<file path="config.mk">
export PLATFORM = sky130hd
export DESIGN_NAME = rsnh_mul
export DESIGN_NICKNAME = d
export VERILOG_FILES = /design/src/hdl/rsnh_mul.sv
export SDC_FILE = /design/constraint.sdc
export NUM_CORES = 2
export LEC_CHECK = 0
export BUFFER_PORTS_ARGS = -buffer_cell sky130_fd_sc_hd__buf_2
export CORE_MARGIN = 2
export CORE_UTILIZATION = 30
export DETAILED_ROUTE_END_ITERATION = 12
export GPL_TIMING_DRIVEN = 0
export SYNTH_ARGS = -nofsm -noshare
export SYNTH_HDL_FRONTEND = slang
export SYNTH_SLANG_ARGS = --single-unit
</file>
<file path="constraint.sdc">
create_clock -name clk -period 16.45 [get_ports clk]
set_clock_uncertainty 0.05 [all_clocks]
set_input_delay 2.4675 -clock clk [delete_from_list [all_inputs] [get_ports clk]]
set_output_delay 2.4675 -clock clk [all_outputs]
set_load 0.01 [all_outputs]
</file>
<file path="src/hdl/rsnh_mul.sv">
// ---------------------------------------------------------------------------
// rsnh_mul
// shared signed 34x34 multiplier with registered product
// ---------------------------------------------------------------------------
module rsnh_mul (
	input  logic               clk,
	input  logic signed [33:0] a,
	input  logic signed [33:0] b,
	output logic signed [67:0] p
);
	always_ff @(posedge clk) begin
		p <= a * b;
	end
endmodule

</file>
==> metrics.txt <==
post-synthesis sequential area ratio=0.0316; Area growth, synth to finish=7.92%; Fmax=86.3 MHz; # IOs=approximately 140; port bufs=130; multi-input logic area=36100 sq um; H-tree levels=3; GRT Total Usage=0.235; Synth top area share=0.577; Synthesized Nets=6068; Max clock buf depth=2; Ys Warns=0; WL/cell=between 20 and 30 um; status=finished with violations; Async S/R FF share, synth=0; Die Area=~150000 sq um; max_slew headroom=-0.0967; max_cap viols=1; Filler cells=14900; Reg with most FFs=p; detailed-route DRC error count=0; Avg Inst Size Synth=~9.4 sq um; most common cell after layout, fill and taps aside=fa_1; critical path class=input port to flip-flop; fin nets=approximately 6200; vias per cell=4.87; final number of setup-violating endpoints=0; Distinct cells, synth=between 60 and 70; Post-Syn Area=~43000 sq um; Post-synth EDFFs=0; Top FF cell, synth=dfxtp_1; Fin. Hold Viols=0; max reg flops=68; CTS root buf=clkbuf_16; biggest regs=p x68; Worst-path clk slew=about 0.070 ns; WP data required=about 17 ns; number of global-route vias before repair=around 35000; hold crit path type=input port to flip-flop; antenna violations before repair=50; GP Congestion=about 1.1; TritonRoute pass-1 iters=6; largest net degree at the start of global routing=18; FF+latch count, synth=68; Worst setup EP type=flip-flop; CP startpoint kind=input port; CTS tree=yes; die width=between 300 and 400 um; top post-synthesis cells by area=fa_1 (58%), inv_1 (11%), and2_1 (9.0%); Antenna Violating Nets Remaining=0; vias=about 32000; clock buffer count from CTS=9; global route total overflow=0; Post-DP HPWL=140000 um; top cell type by total area after synthesis=fa_1; FF/Latch Area=1360 sq um; CTS resizes=0; Worst Max-Slew Pin Slew=about 1.6 ns; Die H=between 300 and 400 um; RSZ-0062 raised after global routing=false; # rows=138; Final Cycle Share=0.704; top fanout value on the critical path=10; CP arrival=11.88 ns; final setup TNS=0 ns; Initial Util=0.303; Core ar.=between 100000 and 150000 sq um; Num Clock Sinks=68; first-pass GRT wire length=between 200000 and 250000 um; post-layout min period=roughly 12 ns; Total Routed Length=168000 um; share of layout cells above drive strength 1=0.0408; Initial DRC Count=~3000; commonest non-fill, non-tap cells in the layout=fa_1 (1241), inv_1 (1231), and2_1 (621); Hold-fix buffers, CTS=0; Post-Syn Instances=4554; failing checks=capacitance limit, slew limit; max-slew violation count=11; post-CTS setup buffers=0
==> logic make-up (layout without fill, tap and decap cells) <==
| family | after synthesis | in the layout | share of synthesized area |
|---|---|---|---|
| buffers and inverters | 1460 | 1607 | 0.128 |
| adder cells (fa/ha/maj) | 1445 | 1445 | 0.637 |
| AND/OR/NAND/NOR | 1296 | 1296 | 0.154 |
| AO/OA/AOI/OAI | 206 | 206 | 0.0335 |
| XOR/XNOR | 79 | 79 | 0.0161 |
| flip-flops | 68 | 68 | 0.0316 |
| other | 0 | 22 | 0 |
==> per-stage QoR <==
step	setup WS (ns)	cell area (sq um)	utilization	cells	hold slack, ns
5_1_grt	4.38	46400	0.327	6596	2.42
4_1_cts	4.80	46400	0.327	6591	2.42
2_1_floorplan	6.44	43000	-	4554	2.54
6_report	4.87	46400	0.327	6613	2.44
3_5_place_dp	4.38	46100	0.324	6575	2.81
3_3_place_gp	3.88	46000	0.324	6574	2.81
==> synthesized netlist by cell type, types with 4 or more instances <==
cell,number
o21a_1,4
nor2b_1,9
a31oi_1,7
nand3_1,11
nor2_1,54
and2_1,621
nand2b_1,20
xnor2_1,56
a21oi_1,61
o21ai_1,7
xor2_1,23
inv_1,1231
or2_2,4
a211oi_1,6
o21ai_0,31
buf_4,4
dfxtp_1,68
o21bai_1,12
nand2_1,542
ha_1,204
fa_1,1241
nor3_1,5
and3_1,5
nand4_1,11
a21o_1,37
clkbuf_1,214
==> routing by layer <==
metal / vias up / routed length (um) / track usage
met2: 1797 / 72500 / 0.354
met1: 16900 / 66300 / 0.310
met5: - / 162 / 0
met3: 405 / 20000 / 0.0752
li1: 13100 / - / -
met4: 28 / 8640 / 0.103
==> worst max-delay path: stages <==
cell and delay (ns):
buf_2 0.29, clkbuf_1 0.94, nand2_1 0.45, fa_1 0.60, fa_1 0.50, inv_1 0.05
fa_1 0.47, inv_1 0.06, fa_1 0.52, inv_1 0.05, fa_1 0.48, fa_1 0.50
fa_1 0.49, inv_1 0.06, fa_1 0.47, inv_1 0.04, ha_1 0.35, nand4_1 0.27
o221ai_1 0.24, o21ai_2 0.27, o21ai_1 0.24, a211oi_2 0.86, o21ai_4 0.28, a31oi_2 0.35
o21ai_0 0.16, a21oi_1 0.23, xnor2_1 0.16
==> area by class of cell <==
type                       count  share of cell area
antenna                       22             0.00119
sequential                    68              0.0293
inverter                    1232              0.0996
timing repair buffer         131              0.0141
clock buffer                   9             0.00485
tap                         1890              0.0509
buffer                       228              0.0194
multi-input combinational   3026               0.778
clock inverter                 7             0.00229
==> path summary, 6_finish.rpt <==
| kind | cells past startpoint | startpoint | endpoint |
|---|---|---|---|
| min | 2 | a[0] | p[0]$_DFF_P_ |
| max | 27 | a[17] | p[67]$_DFF_P_ |
Power is left out: the tool's default activity adds up to more than one toggle a clock period on the data nets, which glitch-free logic cannot reach.
