<file path="src/hdl/rsnh_div.sv">
// ---------------------------------------------------------------------------
// rsnh_div
// restoring divider, one quotient bit per cycle
// ---------------------------------------------------------------------------
module rsnh_div #(
	parameter int W = 100
) (
	input  logic         clk,
	input  logic         arst_n,
	input  logic         start,
	input  logic [W-1:0] num,
	input  logic [W-1:0] den,
	output logic         done,
	output logic [W-1:0] quo
);
	localparam int CW = $clog2(W + 1);
	logic [W-1:0] n_q, d_q, r_q;
	logic [CW-1:0] cnt_q;
	logic busy_q;
	logic [W:0] sh;
	logic ge;

	assign sh = {r_q, n_q[W-1]};
	assign ge = sh >= {1'b0, d_q};

	always_ff @(posedge clk or negedge arst_n) begin
		if (!arst_n) begin
			busy_q <= 1'b0;
			done <= 1'b0;
			cnt_q <= '0;
		end else begin
			done <= 1'b0;
			if (start) begin
				busy_q <= 1'b1;
				cnt_q <= CW'(W);
				n_q <= num;
				d_q <= den;
				r_q <= '0;
			end else if (busy_q) begin
				r_q <= ge ? W'(sh - {1'b0, d_q}) : sh[W-1:0];
				n_q <= {n_q[W-2:0], ge};
				cnt_q <= cnt_q - 1'b1;
				if (cnt_q == CW'(1)) begin
					busy_q <= 1'b0;
					done <= 1'b1;
				end
			end
		end
	end
	assign quo = n_q;
endmodule

</file>
<file path="config.mk">
export PLATFORM = sky130hd
export DESIGN_NAME = rsnh_div
export DESIGN_NICKNAME = d
export VERILOG_FILES = /design/src/hdl/rsnh_div.sv
export SDC_FILE = /design/constraint.sdc
export NUM_CORES = 1
export LEC_CHECK = 0
export BUFFER_PORTS_ARGS = -buffer_cell sky130_fd_sc_hd__clkbuf_2
export CORE_UTILIZATION = 45
export DETAILED_ROUTE_END_ITERATION = 8
export HOLD_SLACK_MARGIN = 0.05
export PLACE_DENSITY = 0.65
export SYNTH_ARGS = -nofsm -noshare
export SYNTH_HDL_FRONTEND = slang
export SYNTH_SLANG_ARGS = --single-unit
</file>
<file path="constraint.sdc">
create_clock -name clk -period 9.31 [get_ports clk]
set_clock_uncertainty 0.1 [all_clocks]
set_input_delay 0.931 -clock clk [delete_from_list [all_inputs] [get_ports clk]]
set_output_delay 0.931 -clock clk [all_outputs]
set_load 0.02 [all_outputs]
</file>
==> impl_metrics.yaml, run 1 <==
yosys:
  syn_area_um2: 20100
  async_flop_share: 0.02913
  synthFlopType: "edfxtp_1"
  synth_fp_nets: 2368
  synthCells: 2062
  synth_edf_count: 300
  ys_seq_area_frac: 0.4594
  ys_ff_latch: 309
  synthDistinctLibCells: 86
  yosys_warnings: 0
  avgSynthCellArea_um2: 9.747
floorplan:
  core_area_um2: 44120
  design.portCount: 304
  die_h_um: 213.3
  die_width_um: 213.3
  initial_core_util: 0.4555
  die-area_um2: 45510
  fp-row-count: 77
setup_path:
  cp_max_fo: 94
  r2r_slack_ns: 3.99
  start_kind: "flop"
  required_ns: 9.60
  critPathKind: "reg -> reg"
  end_kind: "flop"
  cp.arrival_ns: 5.61
clock_tree:
  clkLatencyLatePin_ns: 0.57
  post_cts_resized: 0
  cts_root_buf: "clkbuf_16"
  cts_buffer_depth: 3
  htreeDepth: 2
  cts_buffers: 36
  cts_setup_buffers: 0
  cts_sinks: 309
  cts_hold_buf: 0
  clk_pin_slew_worst_paths_ns: 0.06
  cts_tree: "done"
sta:
  worst_pin_slew_ns: 1.093
  setup_tns_ns: 0
  hold-worst-slack_ns: 0.4343
  hold_viol_final: 0
  slew_headroom: 0.2713
  slew_violations: 0
  finalSetupViolCount: 0
  fin_crit_ns: 5.320
  fin_crit_sh: 0.5714
  timing.fmax_ghz: 0.1880
  rsz0062_at_grt: "no"
route:
  finalWirelength_um: 58220
  drt-initial-drc-count: 1417
  wl_per_cell_um: 20.04
  viasPerCell: 5.755
  ant_nets: 0
  route.detailed.drc: 0
  dr.pass1.iters: 5
  vias: 16717
grt:
  antenna_found_initial: 4
  grt_pass1_wl_um: 90070
  grt_usage: 0.2548
  first_global_vias: 16360
  grt_max_degree: 101
  overflow: 0
layout:
  final_core_util: 0.5227
  fin_nets: 2590
  syn_to_final_growth_pct: 14.74
  drive_gt1_frac: 0.2207
  fill_cells: 4130
pwr:
  powerDensity_nw_per_um2: 209.6
  ir_drop_mv: 0.1440
  leakage_uw: 0.009275
min_path:
  hold_class: "in -> reg"
place:
  hpwl_um: 43400
  globalplace.congestion: 0.9515
  port_buffers: 303
run_status:
  outcome: "completed"
job:
  drv_cap: 0
## cells by family (layout without fill, tap and decap cells)
kind of cell             count (synthesis)  in the layout  share of synthesized area
AO/OA/AOI/OAI                          541            541                     0.1744
XOR/XNOR                                87             87                    0.03791
adder cells (fa/ha/maj)                103            103                    0.06449
buffers and inverters                  269            518                    0.05534
flip-flops                             309            309                     0.4594
multiplexers                           111            111                    0.06169
other                                    0              2                          0
AND/OR/NAND/NOR                        642            642                     0.1468
## worst paths after layout
check	start	to	depth (start not counted)
setup / recovery	r_q[65]$_SDFFCE_PP0P_	r_q[94]$_SDFFCE_PP0P_	11
hold / removal	den[49]	d_q[49]$_DFFE_PP_	1
setup reg to reg	r_q[65]$_SDFFCE_PP0P_	r_q[94]$_SDFFCE_PP0P_	11
hold reg to reg	cnt_q[4]$_DFFE_PN0N_	cnt_q[4]$_DFFE_PN0N_	2
max in group asynchronous	arst_n	done$_DFF_PN0_	2
min in group asynchronous	arst_n	cnt_q[5]$_DFFE_PN0N_	2
## flip-flops by register name (all words and copies together) (netlist names)
signal / flops
busy_q: 1
cnt_q: 7
d_q: 100
done: 1
quo: 100
r_q: 100
## worst max-delay path: stages, from the launching register on
cell and delay, ns:
edfxtp_1 0.43, ha_1 0.47, nand4_1 0.29, nor4_2 0.70
nand4_1 0.18, nor4_1 0.24, a221oi_1 0.17, a21bo_4 0.21
buf_4 0.83, nand2_1 0.83, or3_1 0.59, o211ai_1 0.11
## placed cells by master (no fill, tap or decap), types with 9 or more instances in the layout
cell,n
nand3_1,27
o21bai_1,36
buf_4,13
a22oi_1,12
nor4_1,15
xor2_1,29
a31oi_1,16
a211oi_1,16
nand2b_1,16
or3_1,20
a21oi_1,160
nand4_1,64
a311oi_1,53
nor3_1,29
edfxtp_1,300
ha_1,102
clkbuf_2,301
nor2_1,160
a21boi_0,9
o31ai_1,10
o21a_1,11
xnor2_1,58
inv_1,138
clkbuf_16,37
o21ai_0,115
nand2_1,261
mux2_2,103
a21o_1,17
o21ai_1,24
## Yosys cell counts, drive strengths merged (3+ instances only)
library cell | count | area share
a21o | 17 | 0.0063
nand4 | 64 | 0.020
o21a | 11 | 0.0041
o211a | 3 | 0.0015
xnor2 | 58 | 0.025
clkbuf | 65 | 0.012
nor2b | 9 | 0.0028
a21boi | 10 | 0.0039
edfxtp | 300 | 0.45
and2 | 6 | 0.0019
o211ai | 7 | 0.0026
nand2b | 16 | 0.0050
ha | 102 | 0.063
mux2 | 103 | 0.058
nor4 | 16 | 0.0053
dfrtp | 9 | 0.011
nor3b | 4 | 0.0015
nor4b | 3 | 0.0013
a221oi | 5 | 0.0022
o31ai | 11 | 0.0044
inv | 138 | 0.026
a31o | 3 | 0.0017
xor2 | 29 | 0.013
o221ai | 3 | 0.0013
or3 | 21 | 0.0068
o21ai | 143 | 0.036
nand3 | 28 | 0.0072
nand2 | 261 | 0.049
a211oi | 19 | 0.0078
o21bai | 36 | 0.013
and3 | 5 | 0.0016
nand4b | 3 | 0.0013
a311oi | 53 | 0.023
nor3 | 30 | 0.0077
a22oi | 12 | 0.0045
mux2i | 8 | 0.0040
a21oi | 166 | 0.043
or4 | 4 | 0.0015
a31oi | 16 | 0.0050
nor2 | 164 | 0.031
buf | 66 | 0.017
## layout make-up
type                       instances  area [um2]  area share
antenna                            2       5.005   0.0002170
clock buffer                      42       944.7     0.04096
clock inverter                    23       221.5    0.009603
inverter                         138       518.0     0.02246
multi-input combinational       1484        9779      0.4240
sequential                       309        9238      0.4006
tap                              592       740.7     0.03212
timing repair buffer             315        1615     0.07004
## layer usage
layer  routed length (um)  part of all wire  GRT usage  vias to the layer above
li1                     -                 -          -                     8039
met1                24820              0.43     0.3343                     7945
met2                27110              0.47     0.4137                      639
met3                 4610             0.079    0.05844                       90
met4                 1654             0.028    0.08744                        4
met5                   26           0.00045          0                        -
## power breakdown
group	leakage (uW)	internal (uW)	switching [uW]
clock	0.000578	840	588
sequential	0.00304	1720	94.0
combinational	0.00566	598	997
total	0.00928	3150	1680
## stage by stage
stage	instance area, um2	setup WS (ns)	cells	power, uW
floorplan	20100	2.723	2062	2985
global placement	21890	4.144	2838	3386
detailed placement	21890	4.024	2838	3406
CTS	23060	3.995	2903	4855
global route	23060	3.604	2905	5091
finish	23060	3.990	2905	4834
(Power assumes the default switching activity.)
==> run 2, diff against run 1 <==
- PLACE_DENSITY: 0.65 -> 0.68
- clock period: 9.31 -> 4.35 ns (I/O delays scaled with it)
==> run 2 against run 1 <==
Sequential power up 110%. Critical endpoint unchanged. Combinational power up 130%. Critical path depth up 3. Sequential cell count unchanged. Critical path type unchanged.
==> impl_metrics.yaml, run 2 (synthesized netlist as in run 1, its figures left out) <==
run_status:
  outcome: "completed"
clock_tree:
  htreeDepth: 2
  cts_buffers: 37
  cts_tree: "done"
  clkLatencyLatePin_ns: 0.58
  clk_pin_slew_worst_paths_ns: 0.07
  cts_setup_buffers: 0
  cts_buffer_depth: 3
  cts_sinks: 309
  cts_root_buf: "clkbuf_16"
route:
  vias: 17762
  ant_nets: 0
  wl_per_cell_um: 19.90
  finalWirelength_um: 61280
  viasPerCell: 5.769
  route.detailed.drc: 0
  drt-initial-drc-count: 1620
  dr.pass1.iters: 8
layout:
  multi_input_area_um2: 9788
  drive_gt1_frac: 0.2107
  regArea_um2: 9238
  antennaDiodeCount: 0
  syn_to_final_growth_pct: 23.67
  fill_cells: 3905
  layout_commonest_cell: "clkbuf_2"
  final_cell_mix: "clkbuf_2 (301), edfxtp_1 (300), nand2_1 (261)"
  fin_cells: 3079
  fin_nets: 2766
  final_core_util: 0.5633
floorplan:
  die_h_um: 213.3
  initial_core_util: 0.4555
  die-area_um2: 45510
  core_area_um2: 44120
  die_width_um: 213.3
  fp-row-count: 77
  design.portCount: 304
setup_path:
  required_ns: 4.56
  critPathKind: "reg -> reg"
  cp_max_fo: 4
  crit_chain: "inv_1 > ha_1 > fa_1 > nand2b_1 > a21oi_1 > or3b_4 > a41o_1 > o2bb2ai_2 > a211oi_2 > o21ai_1 > o21ai_1 > o21ai_1 > a221oi_1 > o211ai_1"
  end_kind: "flop"
  cpPeakStageDelay_ns: 0.55
  cp.arrival_ns: 4.36
  cpMaxStageDelayCell: "o21ai_1"
  start_kind: "flop"
  crit_top_cell: "o21ai_1"
grt:
  first_global_vias: 17472
  grt_pass1_wl_um: 94820
  grt_max_degree: 142
  overflow: 0
  antenna_found_initial: 1
  grt_usage: 0.2666
place:
  post-place-ws_ns: 0.2376
  globalplace.congestion: 0.9830
  place_inst: 2852
  port_buffers: 303
  hpwl_um: 43730
sta:
  fin_crit_ns: 4.145
  slew_headroom: 0.4441
  finalSetupViolCount: 0
  fin_crit_sh: 0.9529
  setup_ws_ns: 0.2050
  hold_viol_final: 0
  slew_violations: 0
  timing.fmax_ghz: 0.2413
  rsz0062_at_grt: "no"
  worst_pin_slew_ns: 0.8339
  setup_tns_ns: 0
pwr:
  report.power.total_uw: 10620
  powerDensity_nw_per_um2: 427.1
  leakage_uw: 0.01004
  ir_drop_mv: 0.3083
min_path:
  hold_class: "in -> reg"
job:
  drv_cap: 0
## run 2: cell types whose count changed in the layout (fill, tap and decap cells not counted), sizes merged
cell / delta
dlygate4sd3: +161
bufinv: -1
inv: -2
clkinvlp: +2
buf: +14
diode: -2
clkbuf: +2
## run 2: routing by layer
metal / track usage / wire length [um] / up-vias
met5: 0 / 9 / -
li1: - / - / 8382
met3: 0.05243 / 4883 / 135
met2: 0.4422 / 28990 / 813
met4: 0.09384 / 1923 / 2
met1: 0.3466 / 25480 / 8430
## run 2: through the flow
| step | hold WS, ns | cell area (um2) |
|---|---|---|
| 3_3_place_gp | 0.3303 | 22050 |
| 2_1_floorplan | 0.03941 | 20100 |
| 5_1_grt | 0.07270 | 24860 |
| 3_5_place_dp | 0.3298 | 22050 |
| 4_1_cts | 0.05029 | 24850 |
| 6_report | 0.07220 | 24860 |
## run 2: what timing repair did
| item | CTS | global route |
|---|---|---|
| endpoints found under the hold margin | 169 | 0 |
| endpoints found under the setup margin | 0 | 7 |
| resized for setup | 0 | 1 |
| hold buffers | 161 | 0 |
## run 2: where the power goes
part	leakage [uW]	switching, uW	total (uW)	internal (uW)
logic	0.00642	2210	3630	1420
clock network	0.000576	1340	3110	1770
registers	0.00304	207	3880	3670
total	0.0100	3760	10600	6860
## run 2: final cells by class
class / count / share of cell area
inverters: 138 / 0.02084
repair buffers: 490 / 0.1361
clock inverters: 22 / 0.009564
clock buffers: 44 / 0.03831
flip-flops and latches: 309 / 0.3716
well taps: 592 / 0.02980
multi-input cells: 1484 / 0.3938
## run 2: final timing paths
| check | start | depth (start not counted) | slack, ns | endpoint |
|---|---|---|---|---|
| max | quo[99]$_DFFE_PP_ | 14 | 0.21 | r_q[94]$_SDFFCE_PP0P_ |
| min | num[20] | 2 | 0.07 | quo[20]$_DFFE_PP_ |
| max reg2reg | quo[99]$_DFFE_PP_ | 14 | 0.21 | r_q[94]$_SDFFCE_PP0P_ |
| min reg2reg | cnt_q[4]$_DFFE_PN0N_ | 2 | 0.45 | cnt_q[4]$_DFFE_PN0N_ |
| max in group asynchronous | arst_n | 2 | 3.44 | busy_q$_DFF_PN0_ |
| min in group asynchronous | arst_n | 2 | 0.33 | cnt_q[4]$_DFFE_PN0N_ |
## run 2: critical path: cells and delay by family, from the launching register on
kind / cells / cell delay, ns
AOI/OAI and AO/OA: 9 / 2.30
adders and majority gates: 2 / 0.42
buffers and inverters: 1 / 0.08
DFF: 1 / 0.41
and+or+nand+nor: 2 / 0.56
